===== src/rtl/core/gps_pkg.sv =====
// Shared types, constants and helpers for the Gaussian polar sampler.
// No dependencies; every other file in rtl/core uses this package.
`timescale 1ns / 1ps

package gps_pkg;

  localparam int UNIFORM_BITS = 16;

  localparam int LOG_STEPS   = 28;
  localparam int DIV_BITS    = 64;
  localparam int SQRT_STEPS  = 32;
  localparam int QUEUE_DEPTH = 4;
  localparam int QPTR_W      = $clog2(QUEUE_DEPTH);
  localparam int QCNT_W      = $clog2(QUEUE_DEPTH + 1);

  localparam logic [29:0] LN2_Q30         = 30'd744261118;
  localparam logic [31:0] TRUNC_LIMIT_Q12 = 32'd4823;
  localparam logic [31:0] ONE_Q30         = 32'h4000_0000;

  typedef enum logic [1:0] {
    REG_TRUNCATE_MODE = 2'd0,
    REG_MEAN_OFFSET   = 2'd1,
    REG_SIGMA_SCALE   = 2'd2
  } cfg_reg_t;

  // Sign and magnitude of v1, carried alongside the math
  typedef struct packed {
    logic [15:0] mag;
    logic        neg;
  } side_t;

  typedef struct packed {
    logic [30:0] s;
    side_t       side;
  } item_t;

  typedef struct packed {
    logic              empty;
    logic              full;
    logic [QCNT_W-1:0] count;
  } qstat_t;

  // Uniform sample to signed Q1.15 bits
  function automatic logic [15:0] to_q15(input logic [15:0] u);
    logic [47:0] w;
    logic [15:0] u16;
    w = {32'd0, u} & ((48'd1 << UNIFORM_BITS) - 48'd1);
    if (UNIFORM_BITS >= 16) begin
      w = w >> (UNIFORM_BITS >= 16 ? UNIFORM_BITS - 16 : 0);
    end else begin
      w = w << (UNIFORM_BITS < 16 ? 16 - UNIFORM_BITS : 0);
    end
    u16 = w[15:0];
    return {~u16[15], u16[14:0]};
  endfunction

endpackage


===== src/rtl/core/gps_queue.sv =====
// Short FIFO between the front end and the math pipeline.
// Depends on gps_pkg.
`timescale 1ns / 1ps

module gps_queue (
  input  logic             clk,
  input  logic             rst_n,
  input  logic             push,
  input  gps_pkg::item_t   push_item,
  input  logic             pop,
  output gps_pkg::item_t   pop_item,
  output gps_pkg::qstat_t  q_stat
);

  gps_pkg::item_t                mem_r [gps_pkg::QUEUE_DEPTH];
  logic [gps_pkg::QPTR_W-1:0]    wr_r, wr_nxt, rd_r, rd_nxt;
  logic [gps_pkg::QCNT_W-1:0]    cnt_r, cnt_nxt;
  logic                          do_push, do_pop;

  assign do_pop  = pop && (cnt_r != '0);
  assign do_push = push && (cnt_r != gps_pkg::QCNT_W'(gps_pkg::QUEUE_DEPTH));

  always_comb begin
    wr_nxt  = do_push ? wr_r + 1'b1 : wr_r;
    rd_nxt  = do_pop ? rd_r + 1'b1 : rd_r;
    cnt_nxt = cnt_r;
    if (do_push && !do_pop) begin
      cnt_nxt = cnt_r + 1'b1;
    end else if (do_pop && !do_push) begin
      cnt_nxt = cnt_r - 1'b1;
    end
  end

  always_ff @(posedge clk) begin
    if (!rst_n) begin
      wr_r  <= '0;
      rd_r  <= '0;
      cnt_r <= '0;
    end else begin
      wr_r  <= wr_nxt;
      rd_r  <= rd_nxt;
      cnt_r <= cnt_nxt;
    end
    if (do_push) begin
      mem_r[wr_r] <= push_item;
    end
  end

  assign pop_item     = mem_r[rd_r];
  assign q_stat.empty = cnt_r == '0;
  assign q_stat.full  = cnt_r == gps_pkg::QCNT_W'(gps_pkg::QUEUE_DEPTH);
  assign q_stat.count = cnt_r;

endmodule


===== config.mk =====
export PLATFORM = sky130hd
export DESIGN_NAME = gps_queue
export DESIGN_NICKNAME = d
export VERILOG_FILES = /design/src/rtl/core/gps_pkg.sv /design/src/rtl/core/gps_queue.sv
export SDC_FILE = /design/constraint.sdc
export NUM_CORES = 1
export LEC_CHECK = 0
export BUFFER_PORTS_ARGS = -buffer_cell sky130_fd_sc_hd__buf_4
export CAP_MARGIN = 10
export CORE_ASPECT_RATIO = 0.9
export CORE_UTILIZATION = 61
export CTS_BUF_LIST = sky130_fd_sc_hd__clkbuf_8
export CTS_CLUSTER_DIAMETER = 150
export DETAILED_ROUTE_END_ITERATION = 6
export HOLD_SLACK_MARGIN = 0.03
export PLACE_DENSITY = 0.83
export SYNTH_ARGS = -nofsm -noshare
export SYNTH_HDL_FRONTEND = slang
export SYNTH_SLANG_ARGS = --single-unit

===== constraint.sdc =====
create_clock -name clk -period 3.5 [get_ports clk]
set_input_delay 0.35 -clock clk [delete_from_list [all_inputs] [get_ports clk]]
set_output_delay 0.35 -clock clk [all_outputs]
set_load 0.01 [all_outputs]

Word-level counts from Yosys, hierarchy flattened
Memory sizes are Yosys's and may differ from the RTL's. A register that Yosys moved wholly into a read port is not among the register bits.
Cells that the tools add are included.

word-level totals
  bits of input ports = 52
  word-level logic and storage cells = 25
  output and inout port bits = 53
  memories = 1
  RAM bits = 192
  flip-flop bits (word level) = 7

memories
  memory  words  bits a word  read ports  clocked after Yosys merged registers in  write ports  RTL line         RTL
  mem_r   4      48           1           1                                        1            gps_queue.sv:15  gps_pkg::item_t mem_r [gps_pkg::QUEUE_DEPTH];

cells by class
  muxes and demuxes = 6
  reduce and logical (&&, ||, !) cells = 9
  equal/unequal tests = 2
  add/subtract/negate cells = 4

operators by type and width
  operator               number
  $mux W3                2
  $add A2 B1 Y2 const B  2
  $logic_and A1 B1 Y1    4
  $mux W2                2
  $add A3 B1 Y3 const B  1
  $eq A3 B3 Y1 const B   1
  $logic_not A3 Y1       1
  $ne A3 B3 Y1 const B   1
  $reduce_bool A3 Y1     1
  $sub A3 B1 Y3 const B  1
  $logic_not A1 Y1       2
  $mux W1                2
  $reduce_bool A2 Y1     1

Logic depth before layout (Yosys ltp)
Gate-level depths: netlist of run 1.

  depth after elaboration = 6
  mapped depth = 9
  gate-level depth less buffers = 8

Worst setup path after synthesis of run 1
OpenSTA, ideal clock, no wires.

  kind = reg2reg
  start = reg cnt_r[0] (netlist name)
  end = mem mem_r[0][0] (netlist name) (enable)
  path buffers = 1
  path slack = 1.016 ns
  setup time = 0.410 ns
  period minus slack after synthesis = 2.484 ns
  data required time = 3.090 ns
  data arrival time = 2.073 ns
  cell stages (with the launch flop) = 5
  cells stage by stage = dfxtp_1 nor3b_2 nor2b_1 buf_2 and2_1

between the ends
  cells in the longest elaborated chain, start to end = 4

RTL lines
  item                           RTL line         RTL
  start: declaration             gps_queue.sv:17  logic [gps_pkg::QCNT_W-1:0] cnt_r, cnt_nxt;
  start signal: assignment       gps_queue.sv:42  cnt_r <= cnt_nxt;
  $ne A3 B3 Y1                   gps_queue.sv:21  assign do_push = push && (cnt_r != gps_pkg::QCNT_W'(gps_pkg::QUEUE_DEPTH));
  $logic_and A1 B1 Y1            gps_queue.sv:21
  named net do_push              gps_queue.sv:18  logic do_push, do_pop;
  $mux W1                        gps_queue.sv:44  if (do_push) begin
  $mux W1 (implied by the code)  gps_queue.sv:45  mem_r[wr_r] <= push_item;
  end: declaration               gps_queue.sv:15

The timed path passes the listed nets, and every way through them passes these cells.

==> results of run 1 <==
[final cells by class]
| cell class | instances | share of cell area (%) |
|---|---|---|
| flip-flops and latches | 201 | 63.25 |
| multi-input cells | 82 | 14.55 |
| repair buffers | 163 | 14.26 |
| clock buffers | 33 | 4.828 |
| well taps | 156 | 2.075 |
| clock inverters | 23 | 0.9177 |
| inverters | 3 | 0.1197 |
[Yosys cell counts]
| library cell | instances |
|---|---|
| o31ai_2 | 1 |
| o311ai_1 | 1 |
| or3_1 | 1 |
| mux2i_1 | 3 |
| a21boi_0 | 1 |
| ha_1 | 5 |
| xnor2_1 | 3 |
| nand2_1 | 4 |
| nor3b_2 | 1 |
| dfxtp_1 | 9 |
| xor2_1 | 1 |
| buf_4 | 2 |
| nor3_1 | 1 |
| inv_1 | 3 |
| buf_6 | 3 |
| mux4_2 | 48 |
| o21ai_0 | 1 |
| fa_1 | 1 |
| edfxtp_1 | 192 |
| and2_1 | 8 |
| clkbuf_1 | 3 |
| buf_2 | 4 |
| nor2b_1 | 2 |
[worst max path at each step]
| stage | cells after the start | from | end | slack, ps |
|---|---|---|---|---|
| after floorplan | 4 | cnt_r[0] | mem_r[0][0] | 1020 |
| after global placement | 8 | cnt_r[0] | cnt_r[2] | 1240 |
| after detailed placement | 8 | cnt_r[0] | cnt_r[2] | 1050 |
| after CTS | 3 | flip-flop | pop_item[28] | 770 |
| after global routing | 3 | flip-flop | pop_item[28] | 680 |
| final | 3 | flip-flop | pop_item[29] | 860 |
[layer usage]
metal | share of wire [%] | vias to the layer above | routed length [µm]
met5 | 0 | - | 0
met4 | 1.1 | 0 | 144
met3 | 6.4 | 14 | 850
met2 | 51 | 137 | 6740
met1 | 42 | 1848 | 5551
li1 | - | 1625 | -
[power groups by stage]
stage | Clock, mW | Combinational (mW) | Sequential (mW)
finish | 1.67 | 1.63 | 3.10
floorplan | 0 | 1.01 | 3.05
detailed placement | 0 | 1.59 | 3.16
CTS | 1.69 | 1.64 | 3.11
global route | 1.80 | 1.73 | 3.14
global placement | 0 | 1.57 | 3.14
[metrics by stage]
| stage | setup WS [ps] | util [%] | instance area [µm²] |
|---|---|---|---|
| final | 857.8 | 80.96 | 9408 |
| after global routing | 685.0 | 80.96 | 9408 |
| after CTS | 769.1 | 80.96 | 9408 |
| after detailed placement | 1048 | 72.26 | 8397 |
| after global placement | 1242 | 72.26 | 8397 |
| after floorplan | 1016 | - | 7401 |
[sequential cells by signal (all words and copies together) (netlist names), named ones only]
| name | cells |
|---|---|
| cnt_r | 3 |
| wr_r | 2 |
| rd_r | 2 |
| mem_r | 192 |
[kinds of logic after synthesis]
family,share of synthesized area [%]
adder cells (fa/ha/maj),1.116
AND/OR/NAND/NOR,1.369
XOR/XNOR,0.4735
AO/OA/AOI/OAI,0.4564
flip-flops,80.34
buffers and inverters,1.234
multiplexers,15.01
==> impl_metrics.env, run 1 <==
export IMPL_met1_usage_pct=30.09
export IMPL_maxSlewViolCount=0
export IMPL_syn_area_um2=7401
export IMPL_grt_ovfl_total=0
export IMPL_slew_headroom_pct=60.28
export IMPL_hold_ws_ps=53.70
export IMPL_grt_util_met2_pct=37.27
export IMPL_finalCriticalPeriod_ps=2642
export IMPL_cts_root_buf="clkbuf_8"
export IMPL_ioPinCount=105
export IMPL_power_frac_comb_pct=25.4
export IMPL_worstHoldEndpoint="mem_r[0][17]"
export IMPL_p_sw_share_pct=26.45
export IMPL_crit_path_frequent_cell="buf_4"
export IMPL_critPathArrivalTime_ps=2290
export IMPL_fp_dieH_um=106.5
export IMPL_final_cell_mix="edfxtp_1 (192), buf_4 (116), mux4_2 (48), dlygate4sd3_1 (47), clkbuf_8 (33)"
export IMPL_dr_first_iter_drc_count=248
export IMPL_ff_latch_area_um2=5951
export IMPL_rsz0062_at_grt="no"
export IMPL_clock_skew_final_ps=8.957
export IMPL_stdcell_count=661
export IMPL_r2r_start="cnt_r[0]"
export IMPL_dieWidth_um=118.1
export IMPL_power_density_nw_per_um2=680.0
export IMPL_synth_area_leaders="edfxtp_1 (78%), mux4_2 (15%), dfxtp_1 (2.4%), ha_1 (0.85%), and2_1 (0.68%)"
export IMPL_antenna_found_initial=0
export IMPL_vias=3624
export IMPL_dp_hpwl_um=8053
export IMPL_clk_path_buf_depth=3
export IMPL_syn_nets=356
export IMPL_ir_worst_vdd_mv=0.4123
export IMPL_routed_wl_um=13290
export IMPL_cp_slowest_cell="dfxtp_4"
export IMPL_setup_viol=0
export IMPL_port_buffers=104
export IMPL_nFillCells=538
export IMPL_r2r_end="cnt_r[2]"
export IMPL_critPathMaxFanout=27
export IMPL_fin_crit_sh_pct=75.49
export IMPL_max_freq_mhz=378.5
export IMPL_reg2reg_depth=8
export IMPL_min_from="push_item[17]"
export IMPL_grt_max_degree=28
export IMPL_cts_tree="built"
export IMPL_clkTransAtPathRegs_ps=60
export IMPL_placed_cells=558
export IMPL_fin_nets=539
export IMPL_ff2ff_setup_slack_ps=1010
export IMPL_worst_setup_path_type="reg -> out"
export IMPL_drive_gt1_share_pct=40.59
export IMPL_intPower_mw=4.706
export IMPL_clock_latency_ps=520
export IMPL_slowest_delay_ps=680
export IMPL_startpoint_type="flip-flop"
export IMPL_cts_resized=0
export IMPL_grt_pass1_wl_um=20930
export IMPL_yosys_area_top_type="edfxtp_1"
export IMPL_antenna_cells=0
export IMPL_grt_busiest_layer="met2"
export IMPL_postCtsSetupBuffers=0
export IMPL_synth_top_area_share_pct=77.90
export IMPL_clock_sinks=201
export IMPL_multi_input_area_um2=1369
export IMPL_grt_util_all_layers_pct=22.30
export IMPL_critPathCaptureType="output pin"
export IMPL_outcome="completed"
export IMPL_rows=37
export IMPL_clock_power_share_pct=26.1
export IMPL_hold_path_class="in -> reg"
export IMPL_mostFrequentLayoutCell="edfxtp_1"
export IMPL_cap_violations=0
export IMPL_cts_htree_levels=1
export IMPL_area_growth_pct=27.12
export IMPL_hold_viol=0
export IMPL_grt_pass1_vias=3986
export IMPL_finalPower_mw=6.398
export IMPL_yosysSeqAreaShare_pct=80.34
export IMPL_yosysWarnings=0
export IMPL_switchingPower_mw=1.692
export IMPL_drc_errors=0
export IMPL_ys_seq_elements=201
export IMPL_synthCells=298
export IMPL_p_leak_nw=3.317
export IMPL_grt_use_met3_pct=4.614
export IMPL_cts_buffers=30
export IMPL_p_seq_share_pct=48.5
export IMPL_wl_per_cell_um=20.10
export IMPL_via_per_inst=5.483
export IMPL_finalSetupTns_ps=0
export IMPL_worstMarginPinSlew_ps=595.9
export IMPL_detail_route_antenna_nets=0
export IMPL_dieArea_um2=12580
export IMPL_hold_depth=1
export IMPL_first_pass_iters=4
export IMPL_worstPathRequired_ps=3150
export IMPL_cts_hold_buf=47
export IMPL_path_cells="buf_4 -> mux4_2 -> buf_4"
export IMPL_initial_core_util_pct=63.69
export IMPL_syn_area_per_cell_um2=24.84
export IMPL_crit_family="flip-flops"
export IMPL_crit_buf_inv=2
export IMPL_ys_types=23
export IMPL_place_congestion=0.7237
export IMPL_core_um2=11620
Power figures use the tool's default switching activity.
==> run 2: changes to the inputs <==
--- a/config.mk
+++ b/config.mk
@@ -8,12 +8,12 @@
 export BUFFER_PORTS_ARGS = -buffer_cell sky130_fd_sc_hd__buf_4
 export CAP_MARGIN = 10
 export CORE_ASPECT_RATIO = 0.9
-export CORE_UTILIZATION = 61
+export CORE_UTILIZATION = 53
 export CTS_BUF_LIST = sky130_fd_sc_hd__clkbuf_8
 export CTS_CLUSTER_DIAMETER = 150
 export DETAILED_ROUTE_END_ITERATION = 6
 export HOLD_SLACK_MARGIN = 0.03
-export PLACE_DENSITY = 0.83
+export PLACE_DENSITY = 0.77
 export SYNTH_ARGS = -nofsm -noshare
 export SYNTH_HDL_FRONTEND = slang
 export SYNTH_SLANG_ARGS = --single-unit
==> constraint.sdc (replaced) <==
create_clock -name clk -period 2.2 [get_ports clk]
set_input_delay 0.22 -clock clk [delete_from_list [all_inputs] [get_ports clk]]
set_output_delay 0.22 -clock clk [all_outputs]
set_load 0.01 [all_outputs]
==> run 2 against run 1 <==
Die area grew 15%; clock skew rose by 8.8 ps; first-iteration DRC count shrank 11%; routed wire length up 1.5%; utilization fell by 9.5 points; sequential cell count stayed put; sequential share of layout area fell by 1.4 points; worst hold slack better by 73 ps; register-to-register slack got worse by 910 ps; critical endpoint is now pop_item[38]; highest routed layer unchanged.
==> impl_metrics.env, run 2 (synthesized netlist as in run 1, its figures left out) <==
export IMPL_outcome="completed"
export IMPL_wl_per_cell_um=19.83
export IMPL_grt_util_all_layers_pct=19.57
export IMPL_startpoint_type="flip-flop"
export IMPL_r2r_start="cnt_r[1]"
export IMPL_worst_setup_path_type="reg -> out"
export IMPL_dp_hpwl_um=7534
export IMPL_dieWidth_um=126.6
export IMPL_hold_viol=0
export IMPL_regMostFlops="mem_r"
export IMPL_grt_pass1_wl_um=21080
export IMPL_reg2reg_depth=7
export IMPL_largest_register_ff_count=192
export IMPL_initial_core_util_pct=54.97
export IMPL_r2r_end="cnt_r[2]"
export IMPL_worstMarginPinSlew_ps=397.8
export IMPL_ioPinCount=105
export IMPL_antenna_cells=0
export IMPL_hold_depth=4
export IMPL_port_buffers=104
export IMPL_cts_htree_levels=1
export IMPL_slew_headroom_pct=73.06
export IMPL_setup_viol=0
export IMPL_fp_dieH_um=114.1
export IMPL_cts_tree="built"
export IMPL_vias=3683
export IMPL_place_congestion=0.6992
export IMPL_fin_nets=546
export IMPL_critPathArrivalTime_ps=1900
export IMPL_clock_latency_ps=540
export IMPL_detail_route_antenna_nets=0
export IMPL_drc_errors=0
export IMPL_fin_crit_sh_pct=96.42
export IMPL_grt_max_degree=33
export IMPL_core_um2=13460
export IMPL_dieArea_um2=14440
export IMPL_grt_pass1_vias=4032
export IMPL_routed_wl_um=13480
export IMPL_cap_violations=0
export IMPL_worstPathRequired_ps=1980
export IMPL_dr_first_iter_drc_count=221
export IMPL_ir_worst_vdd_mv=0.7672
export IMPL_power_density_nw_per_um2=1084
export IMPL_clock_sinks=201
export IMPL_min_from="pop"
export IMPL_first_pass_iters=4
export IMPL_finalSetupTns_ps=0
export IMPL_final_cell_mix="edfxtp_1 (192), buf_4 (109), dlygate4sd3_1 (49), mux4_2 (48), clkbuf_8 (31)"
export IMPL_via_per_inst=5.416
export IMPL_clkTransAtPathRegs_ps=60
export IMPL_drive_gt1_share_pct=42.38
export IMPL_rows=40
export IMPL_maxSlewViolCount=0
export IMPL_cts_buffers=31
export IMPL_area_growth_pct=29.97
export IMPL_reg_top3="mem_r (192), cnt_r (3)"
export IMPL_grt_ovfl_total=0
export IMPL_clock_skew_final_ps=17.73
export IMPL_worst_slack_ps=78.84
export IMPL_finalCriticalPeriod_ps=2121
export IMPL_antenna_found_initial=0
export IMPL_max_freq_mhz=471.4
export IMPL_pre_cts_slack_ps=-54.76
export IMPL_p_leak_nw=3.367
export IMPL_rsz0062_at_grt="no"
export IMPL_ff2ff_setup_slack_ps=100
export IMPL_critPathCaptureType="output pin"
export IMPL_mostFrequentLayoutCell="edfxtp_1"
export IMPL_hold_path_class="in -> reg"
export IMPL_clk_path_buf_depth=3
export IMPL_critPathMaxFanout=13
export IMPL_cts_root_buf="clkbuf_8"
run 2: changes by cell type in the layout (fill, tap and decap cells not counted), moves of 2 or more:
cell           change
clkinv_1           +3
dfxtp_2            +3
dlygate4sd3_1      +2
buf_12             +9
buf_4              -7
inv_1              -6
clkbuf_8           -2
dfxtp_1            -3
clkinv_2           +5
run 2: report_power, final:
part	switching, mW	internal, mW	total [mW]
Combinational	1.30	1.66	2.95
Sequential	0.163	4.66	4.82
Clock	1.34	1.31	2.66
run 2: per-stage QoR:
stage	util [%]	power, mW	cell area, µm²	cells	hold WS, ps
global route	71.45	10.92	9619	680	141.1
global placement	63.28	7.617	8519	571	418.5
CTS	71.41	10.57	9614	680	114.4
detailed placement	63.28	7.669	8519	571	422.7
floorplan	-	6.452	7406	298	318.9
finish	71.45	10.43	9619	680	126.9
run 2: critical path: stages, from the launching register on:
cell and delay (ps):
dfxtp_4 400, buf_12 120, buf_16 160, mux4_2 520, buf_4 160
run 2: area by class of cell:
cell class / count / area, µm²
fillers: 813 / 3844
clock inverters: 26 / 108.9
flip-flops and latches: 201 / 5954
clock buffers: 31 / 426.7
repair buffers: 169 / 1528
multi-input cells: 82 / 1380
well taps: 168 / 210.2
inverters: 3 / 11.26
run 2: per-layer routing:
metal / wire length, µm / global-route usage [%] / vias up
li1: - / - / 1643
met1: 5669 / 25.79 / 1912
met2: 6791 / 32.52 / 113
met3: 896 / 5.467 / 15
met4: 124 / 5.382 / 0
met5: 0 / 0 / -
run 2: how the worst max path moves through the flow:
stage | start | end | slack (ps) | cells past startpoint
floorplan | cnt_r[0] | cnt_r[2] | 60 | 9
global placement | cnt_r[0] | cnt_r[2] | 200 | 8
detailed placement | cnt_r[0] | cnt_r[2] | -50 | 8
CTS | flip-flop | pop_item[35] | -6 | 4
global route | flip-flop | pop_item[38] | 9 | 4
finish | flip-flop | pop_item[38] | 80 | 4
run 2: repair_timing:
item	4_1_cts	5_1_grt
gates cloned	1	0
hold buffers	49	0
setup buffers	2	1
setup endpoints to repair	28	15
gates resized for setup	5	4
endpoints found under the hold margin	201	0
