--- config.mk ---
export PLATFORM = sky130hd
export DESIGN_NAME = gps_front
export DESIGN_NICKNAME = d
export VERILOG_FILES = /design/src/rtl/core/gps_pkg.sv /design/src/rtl/core/gps_front.sv
export SDC_FILE = /design/constraint.sdc
export NUM_CORES = 1
export LEC_CHECK = 0
export BUFFER_PORTS_ARGS = -buffer_cell sky130_fd_sc_hd__buf_2
export CAP_MARGIN = 0
export CORE_UTILIZATION = 45
export CTS_BUF_LIST = sky130_fd_sc_hd__clkbuf_4 sky130_fd_sc_hd__clkbuf_8
export DETAILED_ROUTE_END_ITERATION = 10
export PLACE_DENSITY = 0.72
export SYNTH_ARGS = -nofsm -noshare
export SYNTH_HDL_FRONTEND = slang
export SYNTH_SLANG_ARGS = --single-unit
--- constraint.sdc ---
create_clock -name clk -period 29.3 [get_ports clk]
set_input_delay 4.395 -clock clk [delete_from_list [all_inputs] [get_ports clk]]
set_output_delay 4.395 -clock clk [all_outputs]
set_load 0.1 [all_outputs]
--- src/rtl/core/gps_pkg.sv ---
// Shared types, constants and helpers for the Gaussian polar sampler.
// No dependencies; every other file in rtl/core uses this package.
`timescale 1ns / 1ps

package gps_pkg;

  localparam int UNIFORM_BITS = 16;

  localparam int LOG_STEPS   = 28;
  localparam int DIV_BITS    = 64;
  localparam int SQRT_STEPS  = 32;
  localparam int QUEUE_DEPTH = 4;
  localparam int QPTR_W      = $clog2(QUEUE_DEPTH);
  localparam int QCNT_W      = $clog2(QUEUE_DEPTH + 1);

  localparam logic [29:0] LN2_Q30         = 30'd744261118;
  localparam logic [31:0] TRUNC_LIMIT_Q12 = 32'd4823;
  localparam logic [31:0] ONE_Q30         = 32'h4000_0000;

  typedef enum logic [1:0] {
    REG_TRUNCATE_MODE = 2'd0,
    REG_MEAN_OFFSET   = 2'd1,
    REG_SIGMA_SCALE   = 2'd2
  } cfg_reg_t;

  // Sign and magnitude of v1, carried alongside the math
  typedef struct packed {
    logic [15:0] mag;
    logic        neg;
  } side_t;

  typedef struct packed {
    logic [30:0] s;
    side_t       side;
  } item_t;

  typedef struct packed {
    logic              empty;
    logic              full;
    logic [QCNT_W-1:0] count;
  } qstat_t;

  // Uniform sample to signed Q1.15 bits
  function automatic logic [15:0] to_q15(input logic [15:0] u);
    logic [47:0] w;
    logic [15:0] u16;
    w = {32'd0, u} & ((48'd1 << UNIFORM_BITS) - 48'd1);
    if (UNIFORM_BITS >= 16) begin
      w = w >> (UNIFORM_BITS >= 16 ? UNIFORM_BITS - 16 : 0);
    end else begin
      w = w << (UNIFORM_BITS < 16 ? 16 - UNIFORM_BITS : 0);
    end
    u16 = w[15:0];
    return {~u16[15], u16[14:0]};
  endfunction

endpackage

--- src/rtl/core/gps_front.sv ---
// Front end: takes uniform pairs, forms s = v1^2 + v2^2, drops rejects.
// Depends on gps_pkg.
`timescale 1ns / 1ps

module gps_front (
  input  logic                 clk,
  input  logic                 rst_n,
  input  logic                 start,
  output logic                 busy,
  input  logic [15:0]          in_uniform_first,
  input  logic [15:0]          in_uniform_second,
  input  gps_pkg::qstat_t      q_stat,
  output logic                 push,
  output gps_pkg::item_t       push_item
);

  logic                 accept;
  logic [15:0]          v1, v2, m1, m2;
  logic [31:0]          s;
  logic                 keep;
  logic                 push_r;
  gps_pkg::item_t       item_r;

  // Leave room for the item held in the output register
  assign busy   = q_stat.count >= gps_pkg::QCNT_W'(gps_pkg::QUEUE_DEPTH - 1);
  assign accept = start && !busy;

  always_comb begin
    v1   = gps_pkg::to_q15(in_uniform_first);
    v2   = gps_pkg::to_q15(in_uniform_second);
    m1   = v1[15] ? (~v1 + 16'd1) : v1;
    m2   = v2[15] ? (~v2 + 16'd1) : v2;
    s    = 32'({16'd0, m1} * {16'd0, m1}) + 32'({16'd0, m2} * {16'd0, m2});
    keep = (s != 32'd0) && (s <= gps_pkg::ONE_Q30);
  end

  always_ff @(posedge clk) begin
    if (!rst_n) begin
      push_r <= 1'b0;
    end else begin
      push_r <= accept && keep;
    end
    item_r.s        <= s[30:0];
    item_r.side.mag <= m1;
    item_r.side.neg <= v1[15];
  end

  assign push      = push_r;
  assign push_item = item_r;

endmodule

Yosys cells after proc, flatten, opt, wreduce, memory -nomap -nowiden
Cells that the tools add are included.
- register bits after elaboration: 49
- input port bits: 40
- output and inout port bits: 50
- word-level logic and storage cells: 22
- $add $sub $neg: 3
- $mul: 2
- $lt $le $gt $ge: 2
- multiplexer cells: 2
- bitwise gates (word level): 4
- reduce and logical (&&, ||, !) cells: 5
- operator list (kind ; count):
    multiplier 16 x 16 -> 32 bit ; 2
    adder 16 x 1 -> 16 bit (second input constant) ; 2
    adder 32 bit ; 1
    less-or-equal comparator 32 x 31 -> 1 bit (second input constant) ; 1
    2-to-1 mux 16 bit ; 2
    NOT 16 bit ; 2
    nonzero test 32 bit ; 1
    >= comparator 3 x 2 -> 1 bit (second input constant) ; 1
    logical AND 1 bit ; 3
    NOT 1 bit ; 2
    zero test 1 bit ; 1

Longest topological paths before layout
Gate-level depths: netlist of the first run.
- depth in word-level cells: 9
- depth in mapped cells: 35

Worst setup path after synthesis of the first run
OpenSTA, ideal clock, no wires.
- path kind: input port to flip-flop
- start: input port in_uniform_first[0]
- end: register push_r, in the netlist push
- setup time: 0.072 ns
- data arrival time: 12.717 ns
- setup slack: 16.512 ns
- stages on the path: 30
- path through: inv_1 -> clkbuf_1 -> ha_1 -> nand4b_1 -> o21a_1 -> xnor2_1 -> clkinv_1 -> nand2_1 -> inv_1 -> fa_1 -> inv_1 -> fa_1 -> fa_1 -> fa_1 -> inv_1 -> fa_1 -> fa_1 -> fa_1 -> inv_1 -> fa_1 -> inv_1 -> ha_1 -> a211oi_1 -> and3b_1 -> a211oi_2 -> or3_1 -> a32oi_1 -> or4b_1 -> nor4_2 -> mux2i_1
- cells in the longest elaborated chain, start to end: 8
- elaborated cells on any way between the ends: 9
- those cells by class: 2 x add/sub; 1 x mul; 1 x order compare; 1 x mux; 1 x bitwise; 3 x reduce/logical
- ends and longest elaborated chain (item ; line ; RTL):
    from (decl) ; gps_front.sv:10 ; input logic [15:0] in_uniform_first,
    NOT 16 bit (*) ; gps_front.sv:31 ; m1 = v1[15] ? (~v1 + 16'd1) : v1;
    adder 16 x 1 -> 16 bit (*) ; gps_front.sv:31 ;
    2-to-1 mux 16 bit (*) ; gps_front.sv:31 ;
    net m1[12] ; gps_front.sv:18 ; logic [15:0] v1, v2, m1, m2;
    multiplier 16 x 16 -> 32 bit (*) ; gps_front.sv:33 ; s = 32'({16'd0, m1} * {16'd0, m1}) + 32'({16'd0, m2} * {16'd0, m2});
    adder 32 bit (*) ; gps_front.sv:33 ;
    less-or-equal comparator 32 x 31 -> 1 bit or nonzero test 32 bit (tied branches) ; gps_front.sv:34 ; keep = (s != 32'd0) && (s <= gps_pkg::ONE_Q30);
    logical AND 1 bit (*) ; gps_front.sv:34 ;
    logical AND 1 bit (*) ; gps_front.sv:41 ; push_r <= accept && keep;
    to (signal assigned) ; gps_front.sv:41 ;
    to (decl) ; gps_front.sv:21 ; logic push_r;
Mark *: on every way through the listed nets, which the timed path passes. The rest lies on a longest branch.
A chain may end at the register's enable or synchronous reset.

Worst setup path after layout of the first run
Same ends and word-level chain as after synthesis.

==> results of run 1 <==
[cell type report]
type                    count  area, um2
clock buffers               6      82.58
clock inverters             2      37.54
fillers                  3279      18060
inverters                 530       1989
multi-input cells        1171      13330
flip-flops and latches     49      980.9
well taps                 461      576.8
repair buffers            108      593.1
[cell usage in the layout (no fill, tap or decap), drive strengths merged, types with 5 or more instances in the layout]
cell	instances
ha	188
o21ai	15
or3	7
nand2	113
fa	384
and2	14
clkbuf	6
nand2b	7
dfxtp	49
mux2i	5
a21oi	34
xnor2	38
buf	108
nand4	7
nor4	10
xor2	22
nor3	18
conb	24
nor2	166
a21o	21
clkinv	13
and3	9
nand3	13
a211oi	10
inv	517
[routing by layer]
layer  track usage  routed length (um)  vias to the layer above
met5             0                   0                        -
met4       0.07783                1367                        0
met3       0.03292                2609                       83
met2        0.4189               20720                      391
met1        0.2586               13680                     6189
li1              -                   -                     5416
[metrics by stage]
stage,hold WS (ns),utilization,instances,setup slack (ns),cell area (um2)
2_1_floorplan,4.423,-,1778,16.51,16440
3_3_place_gp,4.702,0.4900,2319,14.43,17470
3_5_place_dp,4.694,0.4900,2319,14.43,17470
4_1_cts,4.345,0.4934,2327,14.72,17590
5_1_grt,4.325,0.4934,2327,13.97,17590
6_report,4.357,0.4934,2327,14.52,17590
[flip-flops by register name, indices dropped and copies added (netlist names)]
name,cells
push_item,48
push,1
[logic make-up after synthesis]
logic type	count (synthesis)	share of synthesized area
buffers and inverters	558	0.1303
flip-flops	49	0.05996
multiplexers	8	0.005124
other	2	0.0004590
adder cells (fa/ha/maj)	572	0.6136
AND/OR/NAND/NOR	387	0.1071
XOR/XNOR	60	0.03212
AO/OA/AOI/OAI	120	0.05124
[how the worst max path moves through the flow]
stage                   startpoint   end  slack (ns)  cells after the start
2_1_floorplan  in_uniform_first[0]  push       16.51                     30
3_3_place_gp   in_uniform_first[0]  push       14.43                     30
3_5_place_dp   in_uniform_first[0]  push       14.43                     29
4_1_cts        in_uniform_first[0]  push       14.72                     29
5_1_grt        in_uniform_first[0]  push       13.97                     29
6_report       in_uniform_first[0]  push       14.52                     30
[critical path, delay by kind of cell]
kind	cells	cell delay, ns
adder cells (fa/ha/maj)	10	4.47
AND/OR/NAND/NOR	6	2.15
buffers and inverters	8	1.75
AO/OA/AOI/OAI	4	1.19
XOR/XNOR	1	0.82
multiplexers	1	0.20
==> flow_summary.yaml, run 1 <==
clock_tree:
  cts_sinks: 49
  cts-hold-fix-buffers: 0
  clockBufferDepth: 2
  post_cts_buffers: 0
  clk_pin_slew_ns: 0.09
  htree_num_levels: 2
  cts_tree: "yes"
  cts-root-buf: "clkbuf_8"
  cts_resized: 0
  cts_buffers: 5
detailed_routing:
  vias: 12079
  wl_per_cell_um: 16.49
  drtIter0Drc: 638
  via_per_inst: 5.191
  drc: 8
  wl_um: 38370
  dr.pass1.iters: 8
  route.antenna.remaining_nets: 0
worst_setup_path:
  cpMaxStageDelayCell: "xnor2_1"
  cpPeakStageDelay_ns: 0.82
  cp_max_fo: 15
  critical_path_class: "in -> reg"
  cp-start-kind: "primary input"
  arrival_ns: 15.03
  end_kind: "flop"
  crit_top_cell: "fa_1"
  required_ns: 29.55
sta:
  rsz0062_at_grt: "no"
  fin_crit_sh: 0.5043
  worstMarginPinSlew_ns: 1.180
  finalSetupTns_ns: 0
  setup_violations: 0
  max-slew-margin-rel: 0.2077
  timing_hold_violations_final: 0
  fmax_mhz: 67.67
  fin_crit_ns: 14.78
  maxSlewViolCount: 0
global_routing:
  grt_pass1_wl_um: 63890
  grt-ovfl-total: 0
  antenna_found_initial: 0
  grt_max_degree: 17
  grt_pass1_vias: 13419
  grtUsageTotal: 0.2244
run_status:
  violations: "DRC"
  status: "complete, but fails checks"
synthesis:
  async_reset_ff_frac: 0
  syn_avg_cell_area_um2: 9.317
  synth_top_area_share: 0.4699
  synth_area_leaders: "fa_1, ha_1, inv_1"
  netlist-cell-type-count: 69
  synth-main-ff-cell: "dfxtp_1"
  synth-seq-area-share: 0.05996
  postSynthCellCount: 1756
  synth_edf_count: 0
  synth_common_cells: "inv_1, fa_1, ha_1"
  synth_top_area_cell: "fa_1"
  yosysWarnings: 0
  synth_seq_cells: 49
  synth.cell_area_mm2: 0.01636
  yosysMostFrequentCell: "inv_1"
floorplanning:
  dieArea_mm2: 0.03712
  design.core.area_mm2: 0.03566
  die_h_um: 192.7
  fp-row-count: 69
  ios: 90
  die_w_um: 192.7
  start_util: 0.4589
job:
  drv_cap: 0
placement:
  portBuffers: 87
  gp_congestion: 0.9163
  hpwl_um: 34010
worst_hold_path:
  hold_path_end: "push_item[1]"
  min_path_cells: 1
  min_from: "in_uniform_first[0]"
  min_path_type: "in -> reg"
layout:
  drive_gt1_frac: 0.07235
  antenna-diode-count: 0
  nets: 2477
  area_growth_pct: 7.517
Power of run 1 is not shown: default switching activity piles up to over one toggle a cycle in this logic, so the estimate is an artifact.
==> run 2: changes to the inputs <==
Clock period 29.3 ns to 14.2 ns, I/O delays scaled along.
==> run 2 against run 1 <==
The flow still finishes with violations (DRC). Largest cell class unchanged. First-iteration DRC count down 2.5%. Hold slack worse by 2.3 ns. Global-route usage down 0.13 points. Die area unchanged. Clock-buffer cell count unchanged. Routed wire length about the same. Non-clock buffer count up 1. Core utilization down 0.060 points. Setup slack worse by 13 ns. Via count down 0.55%. Critical path depth unchanged.
==> flow_summary.yaml, run 2 (synthesized netlist as in run 1, its figures left out) <==
worst_setup_path:
  end_kind: "flop"
  path_delay_family: "adder cells"
  crit_top_cell: "fa_1"
  cpPeakStageDelay_ns: 0.89
  cp_max_fo: 16
  cp.buffers_inverters: 7
  cpMaxStageDelayCell: "xnor2_1"
  required_ns: 14.46
  arrival_ns: 12.45
  critical_path_class: "in -> reg"
  cp-start-kind: "primary input"
layout:
  layout_common_cells: "inv_1, fa_1, ha_1"
  mostFrequentLayoutCell: "inv_1"
  antenna-diode-count: 0
  fillers: 3344
  layout.cells.non_filler: 2328
  postLayoutCoreUtil: 0.4928
  largest_register_ffs: 48
  drive_gt1_frac: 0.07284
  area_growth_pct: 7.388
  nets: 2478
  stdcell_area_mm2: 0.01757
detailed_routing:
  dr.pass1.iters: 8
  dr_wl_met3_um: 2163
  vias: 12012
  highest_layer: "met4"
  wl_um: 38360
  routed-wl-met2_um: 20450
  drtIter0Drc: 622
  met1Wirelength_um: 14260
  via_per_inst: 5.160
  wl_per_cell_um: 16.48
  route.antenna.remaining_nets: 0
  drc: 8
run_status:
  status: "complete, but fails checks"
  violations: "DRC"
floorplanning:
  dieArea_mm2: 0.03712
  design.core.area_mm2: 0.03566
  fp-row-count: 69
  ios: 90
  die_w_um: 192.7
  start_util: 0.4589
  die_h_um: 192.7
clock_tree:
  htree_num_levels: 2
  cts_tree: "yes"
  post_cts_buffers: 0
  clk_pin_slew_ns: 0.09
  cts-root-buf: "clkbuf_8"
  cts_resized: 0
  cts_sinks: 49
  clockBufferDepth: 2
  cts_buffers: 5
  cts-hold-fix-buffers: 0
placement:
  portBuffers: 87
  gp_congestion: 0.9035
  dp_cells: 2320
  hpwl_um: 34020
  place_area_mm2: 0.01748
global_routing:
  grt_max_degree: 17
  grtUsageTotal: 0.2230
  grt-ovfl-total: 0
  antenna_found_initial: 0
  grt_pass1_wl_um: 63500
  grt_pass1_vias: 13228
sta:
  fmax_mhz: 82.01
  fin_crit_sh: 0.8587
  setup_violations: 0
  worstMarginPinSlew_ns: 1.225
  finalSetupTns_ns: 0
  max-slew-margin-rel: 0.1777
  fin_crit_ns: 12.19
  maxSlewViolCount: 0
  timing_hold_violations_final: 0
  rsz0062_at_grt: "no"
worst_hold_path:
  hold_path_end: "push_item[1]"
  min_path_type: "in -> reg"
  min_path_cells: 1
  min_from: "in_uniform_first[0]"
job:
  drv_cap: 0
==> run 2: cell count changes in the layout (fill, tap and decap cells not counted), sizes merged <==
cell	change
buf	+1
bufinv	-1
clkinvlp	+1
==> run 2: how the worst max path moves through the flow <==
stage                         startpoint  endpoint  cells past startpoint
finish              in_uniform_second[0]      push                     30
global route         in_uniform_first[0]      push                     31
CTS                  in_uniform_first[0]      push                     31
detailed placement   in_uniform_first[0]      push                     31
global placement     in_uniform_first[0]      push                     31
floorplan            in_uniform_first[0]      push                     30
==> run 2: final cells by class <==
cell class | instances | area, um2 | share of cell area
inverters | 530 | 1989 | 0.1132
flip-flops and latches | 49 | 980.9 | 0.05583
repair buffers | 109 | 600.6 | 0.03418
multi-input cells | 1171 | 13330 | 0.7587
clock buffers | 6 | 76.32 | 0.004344
well taps | 461 | 576.8 | 0.03283
clock inverters | 2 | 15.01 | 0.0008546
==> run 2: metal layers <==
layer  vias to the layer above  GRT usage
met2                       359     0.4064
met4                         0    0.08389
met1                      6162     0.2659
met5                         -          0
li1                       5405          -
met3                        86    0.02837
==> run 2: per-stage QoR <==
| step | hold WS (ns) | setup slack [ns] |
|---|---|---|
| 6_report | 2.081 | 2.006 |
| 3_3_place_gp | 2.436 | 1.886 |
| 3_5_place_dp | 2.437 | 1.842 |
| 2_1_floorplan | 2.158 | 3.677 |
| 5_1_grt | 2.068 | 1.309 |
| 4_1_cts | 2.071 | 2.157 |
Power of run 2 is left out for the same reason.
==> run 3: changes to the inputs <==
Settings changed: CORE_UTILIZATION 45 to 44, PLACE_DENSITY 0.72 to 0.71.
==> run 3 against run 2 <==
The flow now finishes without violations. Critical path depth decreased by 1. Setup slack got worse by 0.30 ns. Design area increased by 0.26%. Sequential cell count unchanged. Clock-buffer cell count unchanged. Core utilization decreased by 1.2 points. First-iteration DRC count increased by 6.9%. Routed wire length decreased by 0.65%. Largest cell class unchanged. Sequential share of layout area about the same. Die area increased by 2.2%. Cell count increased by 0.34%. Hold slack improved by 0.028 ns.
==> flow_summary.yaml, run 3 (synthesized netlist as in run 1, its figures left out) <==
sta:
  fin_crit_sh: 0.8800
  fin_crit_ns: 12.50
  max-slew-margin-rel: 0.1742
  maxSlewViolCount: 0
  setup_violations: 0
  timing_hold_violations_final: 0
  rsz0062_at_grt: "no"
  finalSetupTns_ns: 0
  setup_ws_ns: 1.704
  fmax_mhz: 80.03
  worstMarginPinSlew_ns: 1.230
global_routing:
  grt-ovfl-total: 0
  grt_pass1_vias: 13212
  grtUsageTotal: 0.2164
  antenna_found_initial: 0
  grt_pass1_wl_um: 64370
  grt_max_degree: 17
floorplanning:
  design.core.area_mm2: 0.03661
  die_h_um: 194.8
  start_util: 0.4469
  die_w_um: 194.8
  dieArea_mm2: 0.03796
  fp-row-count: 70
  ios: 90
clock_tree:
  cts-hold-fix-buffers: 0
  cts-root-buf: "clkbuf_8"
  post_cts_buffers: 0
  clockBufferDepth: 2
  cts_sinks: 49
  cts_tree: "yes"
  cts_resized: 0
  clk_pin_slew_ns: 0.09
  cts_buffers: 5
  htree_num_levels: 2
layout:
  drive_gt1_frac: 0.07334
  antenna-diode-count: 0
  postLayoutCoreUtil: 0.4811
  layout_common_cells: "inv_1, fa_1, ha_1"
  area_growth_pct: 7.663
  largest_register_ffs: 48
  mostFrequentLayoutCell: "inv_1"
  nets: 2479
detailed_routing:
  wl_um: 38100
  dr.pass1.iters: 5
  route.antenna.remaining_nets: 0
  drc: 0
  wl_per_cell_um: 16.31
  vias: 12009
  via_per_inst: 5.141
  drtIter0Drc: 665
worst_setup_path:
  arrival_ns: 12.75
  cp.depth: 29
  cp_max_fo: 15
  cpPeakStageDelay_ns: 0.74
  crit_top_cell: "fa_1"
  cpMaxStageDelayCell: "xnor2_1"
  required_ns: 14.46
  critical_path_class: "in -> reg"
  cp.buffers_inverters: 6
  cp-start-kind: "primary input"
  end_kind: "flop"
  path_delay_family: "adder cells"
run_status:
  status: "finished, final reports clean"
job:
  drv_cap: 0
placement:
  dp_slack_ns: 1.700
  gp_congestion: 0.9066
  portBuffers: 87
  hpwl_um: 34150
worst_hold_path:
  min_path_type: "in -> reg"
  min_path_cells: 1
-- run 3: area by class of cell --
cell class / instances / area, um2
clock buffers: 6 / 82.58
inverters: 530 / 1989
well taps: 468 / 585.6
multi-input cells: 1171 / 13330
fillers: 3430 / 19000
repair buffers: 110 / 608.1
clock inverters: 2 / 37.54
flip-flops and latches: 49 / 980.9
-- run 3: through the flow --
| stage | cells | hold slack (ns) | instance area (um2) |
|---|---|---|---|
| final | 2336 | 2.109 | 17610 |
| after global routing | 2336 | 2.079 | 17610 |
| after CTS | 2336 | 2.085 | 17610 |
| after detailed placement | 2328 | 2.433 | 17490 |
| after global placement | 2328 | 2.438 | 17490 |
| after floorplan | 1778 | 2.158 | 16440 |
-- run 3: final timing paths --
check | start | end | slack, ns
max | in_uniform_first[0] | push | 1.70
min | in_uniform_first[0] | push_item[1] | 2.11
-- run 3: routing by layer --
layer	global-route usage	vias to the layer above	share of wire
li1	-	5417	-
met1	0.2608	6136	0.37
met2	0.4040	381	0.54
met3	0.02811	75	0.064
met4	0.05599	0	0.028
met5	0	-	0
Power of run 3 is left out for the same reason.
